## config.mk

```make
export PLATFORM = sky130hd
export DESIGN_NAME = sst_free_find
export DESIGN_NICKNAME = d
export VERILOG_FILES = /design/src/rtl/core/sst_pkg.sv /design/src/rtl/core/sst_free_find.sv
export SDC_FILE = /design/constraint.sdc
export NUM_CORES = 1
export LEC_CHECK = 0
export BUFFER_PORTS_ARGS = -buffer_cell sky130_fd_sc_hd__buf_2
export CAP_MARGIN = 25
export CORE_UTILIZATION = 56
export CTS_BUF_LIST = sky130_fd_sc_hd__clkbuf_8
export DETAILED_ROUTE_END_ITERATION = 12
export GPL_ROUTABILITY_DRIVEN = 0
export PLACE_DENSITY = 0.86
export SYNTH_ARGS = -nofsm -noshare
export SYNTH_HDL_FRONTEND = slang
export SYNTH_SLANG_ARGS = --single-unit
```

## constraint.sdc

```tcl
create_clock -name clk -period 5.51 [get_ports clk]
set_input_delay 0.2755 -clock clk [delete_from_list [all_inputs] [get_ports clk]]
set_output_delay 0.2755 -clock clk [all_outputs]
set_load 0.1 [all_outputs]
```

## src/rtl/core/sst_pkg.sv

```systemverilog
// sst_pkg: shared types, sizes and codes for the sprite slot table
// used by sst_free_find, sprite_slot_table and sst_checker, depends on nothing
package sst_pkg;

  localparam int SLOTS  = 64;
  localparam int IDX_W  = $clog2(SLOTS);
  localparam int CNT_W  = $clog2(SLOTS + 1);
  localparam int GRP    = 8;
  localparam int GRP_W  = $clog2(GRP);
  localparam int NGRP   = (SLOTS + GRP - 1) / GRP;
  localparam int GSEL_W = (NGRP > 1) ? $clog2(NGRP) : 1;
  localparam int PAD    = NGRP * GRP;

  localparam logic [31:0] SCALE_ONE = 32'h3F80_0000;

  typedef enum logic [2:0] {
    OP_ADD       = 3'd0,
    OP_REMOVE    = 3'd1,
    OP_SET_POS   = 3'd2,
    OP_SET_SCALE = 3'd3,
    OP_GET       = 3'd4,
    OP_COUNT     = 3'd5,
    OP_CLEAR     = 3'd6
  } op_t;

  typedef enum logic [1:0] {
    ST_OK      = 2'd0,
    ST_BAD_ID  = 2'd1,
    ST_NEG_TEX = 2'd2,
    ST_FULL    = 2'd3
  } status_t;

  typedef enum logic [1:0] {
    S_IDLE,
    S_EXEC,
    S_WAIT
  } state_t;

  typedef struct packed {
    logic [2:0]         operation;
    logic signed [15:0] slot_id;
    logic [31:0]        pos_x;
    logic [31:0]        pos_y;
    logic [31:0]        scale_word;
    logic signed [15:0] texture_id;
  } in_word_t;

  typedef struct packed {
    logic [1:0]  status;
    logic [5:0]  result_slot;
    logic [31:0] out_x;
    logic [31:0] out_y;
    logic [31:0] out_scale;
    logic [14:0] out_texture;
    logic [6:0]  used_count;
  } out_word_t;

  typedef struct packed {
    logic [31:0] x;
    logic [31:0] y;
    logic [31:0] scale;
    logic [14:0] texture;
  } slot_entry_t;

  typedef struct packed {
    logic             found;
    logic [IDX_W-1:0] idx;
  } free_t;

endpackage

```

## src/rtl/core/sst_free_find.sv

```systemverilog
// sst_free_find: registered search for the lowest dead slot below the count
// depends on sst_pkg
module sst_free_find (
  input  logic                      clk,
  input  logic                      rst_n,
  input  logic [sst_pkg::SLOTS-1:0] live,
  input  logic [sst_pkg::CNT_W-1:0] count,
  output sst_pkg::free_t            free_r
);

  logic [sst_pkg::PAD-1:0]   free_v;
  logic [sst_pkg::NGRP-1:0]  grp_any;
  logic [sst_pkg::GRP_W-1:0] grp_idx [sst_pkg::NGRP];
  logic [sst_pkg::GSEL_W-1:0] sel;
  logic                      any;
  sst_pkg::free_t            free_nxt;

  for (genvar g = 0; g < sst_pkg::PAD; g++) begin : g_mask
    if (g < sst_pkg::SLOTS) begin : g_real
      assign free_v[g] = !live[g] && (sst_pkg::CNT_W'(g) < count);
    end else begin : g_pad
      assign free_v[g] = 1'b0;
    end
  end

  always_comb begin
    for (int g = 0; g < sst_pkg::NGRP; g++) begin
      grp_any[g] = |free_v[g*sst_pkg::GRP +: sst_pkg::GRP];
      grp_idx[g] = '0;
      for (int b = sst_pkg::GRP - 1; b >= 0; b--) begin
        if (free_v[g*sst_pkg::GRP + b]) begin
          grp_idx[g] = sst_pkg::GRP_W'(b);
        end
      end
    end
  end

  always_comb begin
    sel = '0;
    any = 1'b0;
    for (int g = sst_pkg::NGRP - 1; g >= 0; g--) begin
      if (grp_any[g]) begin
        sel = sst_pkg::GSEL_W'(g);
        any = 1'b1;
      end
    end
    free_nxt.found = any;
    free_nxt.idx   = sst_pkg::IDX_W'({sel, grp_idx[sel]});
  end

  always_ff @(posedge clk) begin
    if (!rst_n) begin
      free_r <= '0;
    end else begin
      free_r <= free_nxt;
    end
  end

endmodule

```

==> report_table.html <==
<table>
<tr><th>Metric</th><th>Value</th></tr>
<tr><th colspan="2">Critical path</th></tr>
<tr><td>Endpoint type of the worst setup path</td><td>flip-flop</td></tr>
<tr><td>Element type at the critical path start</td><td>input port</td></tr>
<tr><td>Arrival time of data at the critical path endpoint</td><td>3.23 ns</td></tr>
<tr><td>Crit path buffers/inverters</td><td>1</td></tr>
<tr><td>Worst stage delay on the critical path</td><td>between 0.7 and 0.8 ns</td></tr>
<tr><td>Crit Path Category</td><td>in2reg</td></tr>
<tr><td>Req. time, crit path</td><td>5.63 ns</td></tr>
<tr><td>Worst-path fanout max</td><td>24</td></tr>
<tr><td>Top Family by Delay on Critical Path</td><td>compound AO/OA/AOI/OAI gates</td></tr>
<tr><td>Sequence of cells on the critical path</td><td>buf_2, nand3_1, a2111oi_0, nor4_1, nand3_1, a211oi_1, o31ai_1, a21oi_1, o211ai_1, o21ai_1</td></tr>
<tr><td>Slowest CP cell</td><td>sky130_fd_sc_hd__a2111oi_0</td></tr>
<tr><td>Most frequent cell on the critical path</td><td>sky130_fd_sc_hd__nand3_1</td></tr>
<tr><th colspan="2">Synth</th></tr>
<tr><td>Commonest register cell after synthesis</td><td>sky130_fd_sc_hd__dfxtp_1</td></tr>
<tr><td>Synth area leaders</td><td>sky130_fd_sc_hd__a21oi_1 14%, sky130_fd_sc_hd__o21ai_0 6.7%, sky130_fd_sc_hd__dfxtp_1 6.5%</td></tr>
<tr><td>Share of the yosys chip area belonging to registers</td><td>6.489%</td></tr>
<tr><td>Post-synthesis share of cell area spent on xor and xnor gates</td><td>0%</td></tr>
<tr><td>Basic-gate share of the synthesized area counting and, or, nand and nor cells</td><td>34.30%</td></tr>
<tr><td>Syn Area/Cell</td><td>6.485 µm²</td></tr>
<tr><td>Cells after Synth</td><td>333</td></tr>
<tr><td>Post-synth top area share</td><td>a little over an eighth</td></tr>
<tr><td>Distinct cells, synth</td><td>67</td></tr>
<tr><td>Share of synthesized cell area in full adder, half adder and majority cells</td><td>0.4635%</td></tr>
<tr><td>Number of nets in the synthesized netlist</td><td>406</td></tr>
<tr><td>Asr flop ratio synth</td><td>0%</td></tr>
<tr><td>Total standard cell area after synthesis</td><td>between 2000 and 2500 µm²</td></tr>
<tr><td>Number of enable-type register cells in the synthesized netlist</td><td>0</td></tr>
<tr><td>Biggest area consumer among synthesized cells</td><td>sky130_fd_sc_hd__a21oi_1</td></tr>
<tr><td>Share of the synthesized area in compound gates (AO/OA/AOI/OAI)</td><td>around half</td></tr>
<tr><td>Dominant combinational cell family by area after synthesis</td><td>compound AO/OA/AOI/OAI gates</td></tr>
<tr><td>Portion of netlist area occupied by mux cells</td><td>~1.2%</td></tr>
<tr><td>Register bit total from synthesis</td><td>7</td></tr>
<tr><td>YS warnings</td><td>0</td></tr>
<tr><th colspan="2">Routing</th></tr>
<tr><td>Per-cell routed wire length</td><td>16.55 µm</td></tr>
<tr><td>Detailed-router iteration count before antenna repair</td><td>5</td></tr>
<tr><td>Post-detailed-route count of antenna-violating nets</td><td>0</td></tr>
<tr><td>DRC violation count after routing</td><td>0</td></tr>
<tr><td>Starting DRC count in detailed routing</td><td>273</td></tr>
<tr><td>Detailed-route wire length</td><td>7382 µm</td></tr>
<tr><td>Total number of vias</td><td>a little under 3000</td></tr>
<tr><td>Via density per instance</td><td>roughly 6.7</td></tr>
<tr><th colspan="2">Global routing</th></tr>
<tr><td>Largest net degree at the start of global routing</td><td>28</td></tr>
<tr><td>Overflow left after global routing</td><td>0</td></tr>
<tr><td>Number of antenna violations at the first check in global routing</td><td>0</td></tr>
<tr><td>First-pass GRT wire length</td><td>11790 µm</td></tr>
<tr><td>Met2 global-route usage</td><td>61.57%</td></tr>
<tr><td>Via count of the first global-routing pass</td><td>2632</td></tr>
<tr><td>GR Layer Usage met3</td><td>roughly 8.8%</td></tr>
<tr><td>Global routing usage summed across all routing layers</td><td>36.22%</td></tr>
<tr><td>Met1 GRT Util</td><td>between 40 and 50%</td></tr>
<tr><td>Layer with the highest usage after global routing</td><td>met2</td></tr>
<tr><th colspan="2">STA</th></tr>
<tr><td>Period utilisation layout</td><td>56.55%</td></tr>
<tr><td>Shortest period the worst path allows</td><td>3.116 ns</td></tr>
<tr><td>Pin slew with the least headroom to its limit</td><td>0.7497 ns</td></tr>
<tr><td>Final-report setup violation count</td><td>0</td></tr>
<tr><td>Count of final max-slew check failures</td><td>0</td></tr>
<tr><td>Worst-case setup margin in the final layout</td><td>2.394 ns</td></tr>
<tr><td>Worst Hold Slack</td><td>0.3378 ns</td></tr>
<tr><td>Sum of negative setup slack</td><td>0 ns</td></tr>
<tr><td>Count of final hold-check violations</td><td>0</td></tr>
<tr><td>Headroom to the max-slew limit</td><td>48.73%</td></tr>
<tr><td>Unrepaired setup endpoints after global routing</td><td>no</td></tr>
<tr><td>Maximum clock rate</td><td>0.3209 GHz</td></tr>
<tr><th colspan="2">Final layout</th></tr>
<tr><td>Fraction of layout instances using a drive strength above 1</td><td>27.89%</td></tr>
<tr><td>Registers with the most flip-flops</td><td>free_r x7</td></tr>
<tr><td>Post-layout nets</td><td>472</td></tr>
<tr><td>Layout Utilization</td><td>about 69%</td></tr>
<tr><td>Largest reg by FF count</td><td>free_r</td></tr>
<tr><td>Most common cell after layout, fill and taps aside</td><td>sky130_fd_sc_hd__buf_2</td></tr>
<tr><td>Area Growth Syn to Fin</td><td>17.38%</td></tr>
<tr><td>Count of antenna diodes in the layout</td><td>0</td></tr>
<tr><td>Most frequent cells in the layout</td><td>79 x sky130_fd_sc_hd__buf_2, 59 x sky130_fd_sc_hd__a21oi_1, 31 x sky130_fd_sc_hd__nand2_1, 29 x sky130_fd_sc_hd__o21ai_0, 28 x sky130_fd_sc_hd__nor2_1</td></tr>
<tr><td>Largest register FFs</td><td>7</td></tr>
<tr><th colspan="2">Clock tree</th></tr>
<tr><td>Count of cells resized by post-cts repair</td><td>0</td></tr>
<tr><td>Number of buffers inserted for hold repair after clock tree synthesis</td><td>0</td></tr>
<tr><td>Deepest level of the CTS H-tree</td><td>1</td></tr>
<tr><td>TritonCTS clock tree</td><td>built</td></tr>
<tr><td>Clock slew seen by the registers of the worst setup and hold paths</td><td>around 0.040 ns</td></tr>
<tr><td>Root buf cell</td><td>sky130_fd_sc_hd__clkbuf_8</td></tr>
<tr><td>Inserted Clock Buffers</td><td>3</td></tr>
<tr><td>Number of buffers between clock root and the deepest sink</td><td>2</td></tr>
<tr><td>Clock sink count</td><td>7</td></tr>
<tr><td>Post-CTS setup-driven buffer insertion count</td><td>0</td></tr>
<tr><th colspan="2">Pwr</th></tr>
<tr><td>Logic pwr share</td><td>about three fifths</td></tr>
<tr><td>Total internal power</td><td>roughly 0.17 mW</td></tr>
<tr><td>Share of power burned in the clock network</td><td>23.7%</td></tr>
<tr><td>Power per cell area</td><td>120.4 nW/µm²</td></tr>
<tr><td>Flop pwr share</td><td>17.2%</td></tr>
<tr><td>Leakage Power</td><td>1.037 nW</td></tr>
<tr><td>Max rail drop VDD</td><td>0.05769 mV</td></tr>
<tr><td>Sw power</td><td>0.1392 mW</td></tr>
<tr><td>Net Sw Frac</td><td>45.62%</td></tr>
<tr><th colspan="2">Run status</th></tr>
<tr><td>Outcome</td><td>completed</td></tr>
<tr><th colspan="2">Die</th></tr>
<tr><td>Core area</td><td>3689 µm²</td></tr>
<tr><td>Initial Util</td><td>roughly three fifths</td></tr>
<tr><td>Die ar.</td><td>4109 µm²</td></tr>
<tr><td>I/O pin count</td><td>80</td></tr>
<tr><td>Number of rows in the core area</td><td>22</td></tr>
<tr><td>Die W</td><td>approximately 64 µm</td></tr>
<tr><td>Height of the chip</td><td>64.10 µm</td></tr>
<tr><th colspan="2">Place</th></tr>
<tr><td>Post-placement setup slack</td><td>approximately 2.1 ns</td></tr>
<tr><td>Buffers on Ports</td><td>between 70 and 80</td></tr>
<tr><td>Detailed placer's ending HPWL</td><td>5608 µm</td></tr>
<tr><th colspan="2">Hold path</th></tr>
<tr><td>Class of the tightest hold or removal check</td><td>in2reg</td></tr>
<tr><th colspan="2">Job</th></tr>
<tr><td>Count of maximum capacitance violations</td><td>0</td></tr>
</table>
-- metrics by stage --
step                cell area, µm²  std cells  power, mW
floorplan                     2160        333     0.1770
global placement              2485        441     0.2252
detailed placement            2485        441     0.2274
CTS                           2530        445     0.3000
global route                  2535        446     0.3241
finish                        2535        446     0.3051
-- cell families (layout without fill, tap and decap cells) --
group | Yosys count | after routing
compound gates | 161 | 161
simple gates | 126 | 126
buf+inv | 36 | 101
fa+ha+maj | 1 | 1
mux | 2 | 2
flops | 7 | 7
-- power groups by stage --
stage / sequential (mW) / combinational [mW] / clock (mW)
2_1_floorplan: 0.0629 / 0.114 / 0
5_1_grt: 0.0525 / 0.195 / 0.0762
6_report: 0.0524 / 0.180 / 0.0723
3_3_place_gp: 0.0533 / 0.172 / 0
3_5_place_dp: 0.0533 / 0.174 / 0
4_1_cts: 0.0524 / 0.175 / 0.0726
-- worst paths after layout --
kind	from	end	slack, ns	cells after the start
worst max-delay path	count[1]	free_r[1]	2.39	10
worst min-delay path	rst_n	free_r[3]	0.34	2
-- metal layers --
layer  share of wire (%)  up-vias  wire (µm)
met5                   0        -          0
met4                 3.4        0        249
met3                  11       25        794
met2                  46      208       3427
met1                  39     1322       2911
li1                    -     1414          -
-- area by class of cell --
| class | instances | area, µm² |
|---|---|---|
| multi-input cells | 290 | 1826 |
| flip-flops and latches | 7 | 140.1 |
| clock inverters | 1 | 3.754 |
| clock buffers | 3 | 41.29 |
| fillers | 364 | 1154 |
| inverters | 17 | 63.81 |
| repair buffers | 80 | 400.4 |
| well taps | 48 | 60.06 |
-- cell usage after synthesis, types with 7 or more instances --
| library cell | number |
|---|---|
| sky130_fd_sc_hd__inv_1 | 17 |
| sky130_fd_sc_hd__nor2_1 | 28 |
| sky130_fd_sc_hd__a21oi_1 | 59 |
| sky130_fd_sc_hd__nand2_1 | 31 |
| sky130_fd_sc_hd__dfxtp_1 | 7 |
| sky130_fd_sc_hd__o21ai_0 | 29 |
| sky130_fd_sc_hd__nand2b_1 | 9 |
| sky130_fd_sc_hd__a21o_1 | 7 |
| sky130_fd_sc_hd__o22ai_1 | 8 |
| sky130_fd_sc_hd__nor4_1 | 7 |
| sky130_fd_sc_hd__a211oi_1 | 9 |
| sky130_fd_sc_hd__nand3_1 | 11 |
| sky130_fd_sc_hd__o31ai_1 | 7 |
| sky130_fd_sc_hd__buf_2 | 8 |
No activity file was read; power rests on OpenSTA's default activity.
