[config.mk]
export PLATFORM = sky130hd
export DESIGN_NAME = sst_ram
export DESIGN_NICKNAME = d
export VERILOG_FILES = /design/src/rtl/core/sst_ram.sv
export SDC_FILE = /design/constraint.sdc
export NUM_CORES = 1
export LEC_CHECK = 0
export BUFFER_PORTS_ARGS = -buffer_cell sky130_fd_sc_hd__buf_4
export CAP_MARGIN = 10
export CELL_PAD_IN_SITES_DETAIL_PLACEMENT = 1
export CELL_PAD_IN_SITES_GLOBAL_PLACEMENT = 2
export CORE_MARGIN = 2
export CORE_UTILIZATION = 50
export CTS_BUF_LIST = sky130_fd_sc_hd__clkbuf_4
export CTS_CLUSTER_SIZE = 8
export DETAILED_ROUTE_END_ITERATION = 10
export PLACE_DENSITY = 0.92
export SLEW_MARGIN = 20
export SYNTH_ARGS = -nofsm -noshare
export SYNTH_HDL_FRONTEND = slang
export SYNTH_SLANG_ARGS = --single-unit
[constraint.sdc]
create_clock -name clk -period 1.6 [get_ports clk]
set_input_delay 0 -clock clk [delete_from_list [all_inputs] [get_ports clk]]
set_output_delay 0 -clock clk [all_outputs]
set_load 0.05 [all_outputs]
[src/rtl/core/sst_ram.sv]
// sst_ram: generic single-write, single-read memory with registered read
// no dependencies
module sst_ram #(
  parameter int WIDTH = 8,
  parameter int DEPTH = 16
) (
  input  logic                     clk,
  input  logic                     wr_en,
  input  logic [$clog2(DEPTH)-1:0] wr_addr,
  input  logic [WIDTH-1:0]         wr_data,
  input  logic [$clog2(DEPTH)-1:0] rd_addr,
  output logic [WIDTH-1:0]         rd_data
);

  logic [WIDTH-1:0] mem [DEPTH];

  always_ff @(posedge clk) begin
    if (wr_en) begin
      mem[wr_addr] <= wr_data;
    end
    rd_data <= mem[rd_addr];
  end

endmodule

==> results of run 1 <==
-- kinds of logic (layout without fill, tap and decap cells) --
family	count (synthesis)	in the layout	share of synthesized area [%]
AOI/OAI and AO/OA	16	16	2.33
buffers and inverters	10	89	1.68
DFF	136	136	77.8
muxes	32	32	15.0
and+or+nand+nor	35	35	3.18
-- cell type report --
cell class	count	area share (%)
multi-input combinational	83	17.6
clock inverter	14	2.87
clock buffer	18	2.24
sequential	136	66.5
timing repair buffer	57	8.02
tap	136	2.83
-- routing by layer --
layer | wire length [um] | part of all wire [%] | GRT usage (%) | up-vias
met2 | 5100 | 50 | 31.0 | 61
met4 | 314 | 3.1 | 9.43 | 0
met1 | 4460 | 44 | 27.7 | 1330
li1 | - | - | - | 1110
met3 | 327 | 3.2 | 5.13 | 26
met5 | 0 | 0 | 0 | -
-- where the power goes --
part	internal [W]	switching, W	total [W]
clock	0.00111	0.00127	0.00239
sequential	0.00398	0.0000280	0.00400
combinational	0.000207	0.000290	0.000498
-- synth_stat cells --
cell             number
and2_1                1
nor2_1               13
nand3b_1              2
nor3_1                4
buf_4                 1
buf_6                 3
dfxtp_1               8
a22oi_1              16
or3b_2                1
nand2_1               9
and2b_1               1
clkdlybuf4s25_2       3
edfxtp_1            128
nand3_1               1
mux4_2               18
mux4_1               14
nor2b_1               1
buf_2                 3
nand2b_1              2
-- worst max-delay path: stages --
cell           delay, ns
dlygate4sd3_1       0.54
buf_4               0.16
nor3_1              0.16
dlygate4sd3_1       0.57
buf_4               0.20
-- worst paths after layout --
check | from | end | slack [ns] | cells past startpoint
setup / recovery | wr_addr[1] | mem[8][4]$_DFFE_PP_ | 0.19 | 5
hold / removal | rd_addr[2] | rd_data[7]$_DFF_P_ | 0.06 | 5
setup reg to reg | mem[11][6]$_DFFE_PP_ | rd_data[6]$_DFF_P_ | 0.23 | 3
hold reg to reg | mem[15][7]$_DFFE_PP_ | rd_data[7]$_DFF_P_ | 0.70 | 3
-- metrics by stage --
stage               total power [W]  hold slack [ns]  instance area, um2  utilization, %  setup WS, ns
global route                0.00712           0.0538                6020            59.4         0.130
CTS                         0.00693          0.00152                6020            59.4         0.220
detailed placement          0.00457            0.320                5590            55.2         0.191
finish                      0.00689           0.0551                6020            59.4         0.193
floorplan                   0.00436           0.0989                5150               -         0.107
global placement            0.00454            0.303                5590            55.2         0.229
-- timing repair --
action                                 CTS  global route
endpoints found under the hold margin  161             0
gates resized for setup                  0             0
hold buffers                            12             0
-- flip-flops by register name (all words and copies together) (netlist names) --
name / flops
mem: 128
rd_data: 8
==> impl_metrics.toml, run 1 <==
[outcome]
status = "finished clean"

[placement]
globalplace.congestion = 0.719
port_buffers = 25
hpwl_um = 6660
placed_cells = 400

[timing]
grt_setup_unrepaired = "false"
fin_skew_ns = 0.0134
slew_violations = 0
finalCriticalPeriod_ns = 1.41
setup_viol = 0
tns_ns = 0
fmax_mhz = 711
finalCritPeriodShare_pct = 87.9
relSlewSlack_pct = 70.2
final_hold_viol_count = 0
worstMarginPinSlew_ns = 0.446

[worst_hold_path]
hp-class = "in2reg"

[grt]
grt_pass1_vias = 2724
grt-ovfl-total = 0
grt_pass1_wl_um = 15900
groute.usage.overall_pct = 20.3
grt_max_degree = 33
antenna_found_initial = 0

[die]
die_area_mm2 = 0.0111
core-area_mm2 = 0.0101
die_w_um = 105
num_rows = 37
start_util_pct = 50.8
die_h_um = 105
ioPinCount = 26

[layout]
nets = 313
drive_gt1_share_pct = 30.8
nFillCells = 883
multi_input_area_mm2 = 0.00106
instances_no_fill = 444
areaGrowthSynthToFinish_pct = 17.0
seqCellArea_mm2 = 0.00400
mostFrequentLayoutCell = "edfxtp_1"
layout_common_cells = "128 x edfxtp_1, 43 x buf_4, 18 x mux4_2, 18 x clkbuf_4, 16 x a22oi_1"
num_antenna_cells = 0

[critical_path]
worstPathArrival_ns = 1.63
path_class = "in2reg"
worst_setup_path_end_kind = "register"
critPathLaunchType = "primary input"
crit_fanout = 8
required_ns = 1.82

[route]
antenna_left = 0
drc = 0
drt-vias-per-instance = 5.69
drt-pass1-iter-count = 4
drtIter0Drc = 153
wl_per_cell_um = 23.0
vias = 2527
wl_um = 10200

[synthesis]
syn_area_mm2 = 0.00515
synth_cells = 229
seq_area_frac_synth_pct = 77.8
yosysUniqueCellTypes = 19
yosys.area.top_type = "edfxtp_1"
ys_warn_count = 0
netlist_top_cells_area = "edfxtp_1 75%, mux4_2 7.9%, mux4_1 7.1%, dfxtp_1 3.1%, a22oi_1 2.3%"
synth-seq-cells = 136
synth_nets = 247
syn_avg_cell_area_um2 = 22.5
yosys.area.top_type_share_pct = 74.7

[power]
total_leakage_power_nw = 2.05
p_per_area_mw_per_mm2 = 1140
ir_worst_vdd_mv = 0.505

[clock_tree]
clock_latency_ns = 0.52
h-tree-depth = 4
cts_buffer_depth = 2
cts_setup_buffers = 0
cts_root_buffer = "clkbuf_4"
cts.sinks = 136
clkTransAtPathRegs_ns = 0.11
cts_tree = "built"
cts_buffers = 17

[flow_run]
drv_cap = 0
(Power assumes the default switching activity.)
==> run 2: changes to the inputs <==
Settings changed: REMOVE_ABC_BUFFERS set to 1.
==> run 2 against run 1 <==
Compared with the run above:
- non-clock buffer count grew 7
- first-iteration DRC count increased by 83%
- final cell count is 1.6% higher
- critical path depth grew 1
- clock power is 17% lower
- core utilization down 0.22 points
- cell area is 0.37% lower
- sequential power about the same
- worst setup slack lost 0.018 ns
- power fell by 5.6%
- sequential share of layout area rose by 0.25 points
- combinational power rose by 3%
==> impl_metrics.toml, run 2 (same netlist as run 1, synthesis figures left out) <==
[outcome]
status = "finished clean"

[route]
wl_per_cell_um = 25.0
wl_um = 11300
drt-pass1-iter-count = 4
antenna_left = 0
vias = 2614
drt-vias-per-instance = 5.80
drc = 0
drtIter0Drc = 280

[timing]
setup_viol = 0
tns_ns = 0
finalCriticalPeriod_ns = 1.42
fin_skew_ns = 0.0164
finalCritPeriodShare_pct = 89.1
slew_violations = 0
worstMarginPinSlew_ns = 0.423
final_hold_viol_count = 0
relSlewSlack_pct = 71.8
grt_setup_unrepaired = "false"
fmax_mhz = 702

[critical_path]
r2r_slack_ns = 0.22
rr_worst_depth = 3
crit_fanout = 10
required_ns = 2.00
worstPathArrival_ns = 1.83
r2r-end = "rd_data[3]$_DFF_P_"
critPathLaunchType = "primary input"
worst_setup_path_end_kind = "register"
crit_start = "rd_addr[0]"
r2r_start = "mem[9][3]$_DFFE_PP_"
path_class = "in2reg"
endpoint = "rd_data[2]$_DFF_P_"

[clock_tree]
cts_tree = "built"
h-tree-depth = 4
clock_latency_ns = 0.52
cts_buffers = 17
cts.sinks = 136
cts_root_buffer = "clkbuf_4"
clkTransAtPathRegs_ns = 0.11
post_cts_resized = 0
cts_buffer_depth = 2

[grt]
grt_pass1_vias = 2811
antenna_found_initial = 0
groute.usage.overall_pct = 22.4
grt-ovfl-total = 0
grt_pass1_wl_um = 17200
grt_max_degree = 26

[placement]
port_buffers = 25
hpwl_um = 7330
placed_cells = 407
globalplace.congestion = 0.719

[worst_hold_path]
hp-class = "in2reg"
worstHoldStart = "rd_addr[2]"

[layout]
nets = 320
mostFrequentLayoutCell = "edfxtp_1"
drive_gt1_share_pct = 32.4
layout_common_cells = "128 x edfxtp_1, 51 x buf_4, 18 x mux4_2, 18 x clkbuf_4, 16 x a22oi_1"
top_regs = "mem x128, rd_data x8"
regMostFlops = "mem"
areaGrowthSynthToFinish_pct = 16.6
largest_register_ffs = 128
instances_no_fill = 451
num_antenna_cells = 0

[die]
die_w_um = 105
ioPinCount = 26
die_area_mm2 = 0.0111
core-area_mm2 = 0.0101
die_h_um = 105
num_rows = 37
start_util_pct = 50.8

[flow_run]
drv_cap = 0

[power]
ir_worst_vdd_mv = 0.591
total_power_w = 0.00651
total_leakage_power_nw = 2.05
p_per_area_mw_per_mm2 = 1080
[run 2: changes by cell type in the layout (fill, tap and decap cells not counted)]
cell / before / now
bufinv_16: 3 / 1
clkinvlp_4: 1 / 2
clkinv_2: 2 / 7
buf_4: 43 / 51
inv_6: 3 / 0
buf_12: 2 / 1
clkinv_4: 4 / 3
[run 2: how the worst min path moves through the flow]
stage | cells after the start | end | slack (ns)
6_report | 5 | rd_data[1]$_DFF_P_ | 0.07
5_1_grt | 5 | rd_data[1]$_DFF_P_ | 0.05
3_3_place_gp | 1 | mem[12][5]$_DFFE_PP_ | 0.30
3_5_place_dp | 1 | mem[13][5]$_DFFE_PP_ | 0.33
2_1_floorplan | 0 | mem[0][0]$_DFFE_PP_ | 0.1
4_1_cts | 3 | mem[7][6]$_DFFE_PP_ | 0.01
[run 2: power by group]
group	leakage, nW	internal, W	switching (W)
Clock	0.139	0.000767	0.00122
Combinational	0.691	0.000209	0.000302
Sequential	1.22	0.00398	0.0000310
Total	2.05	0.00495	0.00155
[run 2: area by class of cell]
type                            count  area [um2]
Timing Repair Buffer               64         523
Sequential cell                   136        4000
Fill cell                         867        4140
Clock buffer                       18         135
Clock inverter                     14         110
Multi-Input combinational cell     83        1060
Tap cell                          136         170
[run 2: critical path, stage by stage]
cell and delay [ns]:
dlygate4sd3_1 0.52, buf_4 0.14, buf_4 0.23, mux4_1 0.60, a22oi_1 0.22, nand2_1 0.11
[run 2: layer usage]
layer	vias to the layer above	track usage [%]	share of wire, %
met4	0	9.14	1.5
met3	18	5.81	5.9
li1	1125	-	-
met2	95	36.6	52
met1	1376	28.7	41
met5	-	0	0
[run 2: stage by stage]
step                hold WS (ns)  worst slack (ns)  utilization [%]  cell area, um2
CTS                       0.0139             0.217             59.2            6000
detailed placement         0.326             0.166             55.6            5630
global route              0.0500             0.125             59.2            6000
floorplan                 0.0989             0.107                -            5060
global placement           0.300             0.181             55.6            5630
finish                    0.0700             0.175             59.2            6000
[run 2: timing repair]
item,in CTS,in global routing
hold buffers,12,0
hold endpoints to repair,161,0
buffers inserted,0,0
==> run 3: changes to the inputs <==
Settings changed: CORE_UTILIZATION 50 to 54, PLACE_DENSITY 0.92 to 0.95.
Clock period 1.6 ns to 1.83 ns, I/O delays scaled along.
==> run 3 against run 2 <==
Compared with the run above:
- final cell count decreased by 3.3%
- worst setup slack improved by 0.22 ns
- clock power increased by 3%
- count of clock-buffer cells in the layout increased by 3
- core utilization increased by 5.5 points
- first-iteration DRC count decreased by 26%
- via count decreased by 2.2%
- clock skew increased by 0.011 ns
- largest cell class unchanged
- largest power group unchanged
- highest routed layer unchanged
==> impl_metrics.toml, run 3 (same netlist as run 1, synthesis figures left out) <==
[die]
core-area_mm2 = 0.00924
num_rows = 35
ioPinCount = 26
die_h_um = 102
die_area_mm2 = 0.0103
die_w_um = 102
start_util_pct = 55.7

[clock_tree]
cts_setup_buffers = 0
cts_buffers = 17
post_cts_resized = 0
cts_root_buffer = "clkbuf_4"
h-tree-depth = 4
cts_buffer_depth = 2
cts.sinks = 136
clock_latency_ns = 0.50
cts_tree = "built"
clkTransAtPathRegs_ns = 0.11

[timing]
worstMarginPinSlew_ns = 0.747
relSlewSlack_pct = 50.0
grt_setup_unrepaired = "false"
tns_ns = 0
final_hold_viol_count = 0
setup_viol = 0
fin_skew_ns = 0.0273
holdWs_ns = 0.0873
slew_violations = 0
finalCriticalPeriod_ns = 1.43
fmax_mhz = 698
finalCritPeriodShare_pct = 78.3

[flow_run]
drv_cap = 0

[route]
vias = 2557
wl_per_cell_um = 24.3
drt-vias-per-instance = 5.86
drt-pass1-iter-count = 4
drtIter0Drc = 206
wl_um = 10600
drc = 0
antenna_left = 0

[layout]
largest_register_ffs = 128
instances_no_fill = 436
nets = 312
regMostFlops = "mem"
drive_gt1_share_pct = 30.9
layout_common_cells = "128 x edfxtp_1, 45 x buf_4, 21 x clkbuf_4, 18 x mux4_2, 16 x a22oi_1"
nFillCells = 780
top_regs = "mem x128, rd_data x8"
num_antenna_cells = 0
postLayoutCoreUtil_pct = 64.7
mostFrequentLayoutCell = "edfxtp_1"
areaGrowthSynthToFinish_pct = 16.1

[power]
p_per_area_mw_per_mm2 = 999
total_power_w = 0.00597
ir_worst_vdd_mv = 0.466
total_leakage_power_nw = 2.02

[grt]
grt_pass1_wl_um = 15800
grt_pass1_vias = 2744
antenna_found_initial = 0
grt_max_degree = 33
groute.usage.overall_pct = 22.3
grt-ovfl-total = 0

[critical_path]
path_class = "in2reg"
crit_fanout = 8
r2r_slack_ns = 0.42
critPathLaunchType = "primary input"
rr_worst_depth = 3
worst_setup_path_end_kind = "register"
crit_buf_inv = 4
required_ns = 2.02
worstPathArrival_ns = 1.62
critPathMaxStageDelay_ns = 0.56
crit_chain = "dlygate4sd3_1 > buf_4 > nor3_1 > dlygate4sd3_1 > buf_4"
slowest_stage = "dlygate4sd3_1"
r2r-end = "rd_data[7]$_DFF_P_"
crit_family = "buffers and inverters"
r2r_start = "mem[3][7]$_DFFE_PP_"

[placement]
globalplace.congestion = 0.755
port_buffers = 25
hpwl_um = 6780
placed_cells = 393

[worst_hold_path]
worstHoldStart = "rd_addr[3]"
hold_depth = 5
holdPathEnd = "rd_data[7]$_DFF_P_"
hp-class = "in2reg"

[outcome]
status = "finished clean"
run 3: cell count changes in the layout (fill, tap and decap cells not counted), sizes merged:
cell	previous run	this run
buf	52	45
clkinv	11	4
bufinv	1	3
dlygate4sd3	12	11
clkinvlp	2	4
clkbuf	18	21
run 3: cell type report:
class                      count  area, um2  share of cell area [%]
timing repair buffer          56        448                    7.49
multi-input combinational     83       1060                    17.7
clock inverter                11        150                    2.51
sequential                   136       4000                    67.0
tap                          129        161                    2.70
clock buffer                  21        158                    2.64
run 3: repair_timing:
item	in CTS	in global routing
hold buffers	11	0
setup endpoints to repair	0	0
hold endpoints to repair	151	0
run 3: worst max path at each step:
stage	depth (start not counted)	slack [ns]	start	end
after detailed placement	5	0.17	rd_addr[0]	rd_data[3]$_DFF_P_
after floorplan	2	0.34	wr_addr[2]	mem[0][0]$_DFFE_PP_
final	5	0.40	wr_addr[1]	mem[0][6]$_DFFE_PP_
after global routing	3	0.39	mem[0][5]$_DFFE_PP_	rd_data[5]$_DFF_P_
after global placement	5	0.22	rd_addr[0]	rd_data[3]$_DFF_P_
after CTS	3	0.42	mem[3][7]$_DFFE_PP_	rd_data[7]$_DFF_P_
run 3: layer usage:
layer / track usage (%) / routed length, um
met2: 34.8 / 5310
met5: 0 / 0
met1: 29.7 / 4510
met3: 5.52 / 553
met4: 11.1 / 231
run 3: report_power, final:
group,switching (W),internal (W)
Clock,0.00103,0.00101
Combinational,0.000255,0.000174
Sequential,0.0000250,0.00348
run 3: worst register-to-register path, delay by kind of cell (launching register included):
| kind | cells | cell delay, ns |
|---|---|---|
| multiplexers | 1 | 0.49 |
| flip-flops | 1 | 0.42 |
| AND/OR/NAND/NOR | 1 | 0.09 |
| AO/OA/AOI/OAI | 1 | 0.31 |
run 3: stage by stage:
step | setup WS (ns) | area, um2
after floorplan | 0.337 | 5060
after global placement | 0.225 | 5560
after detailed placement | 0.173 | 5560
after CTS | 0.415 | 5980
after global routing | 0.387 | 5980
final | 0.397 | 5980
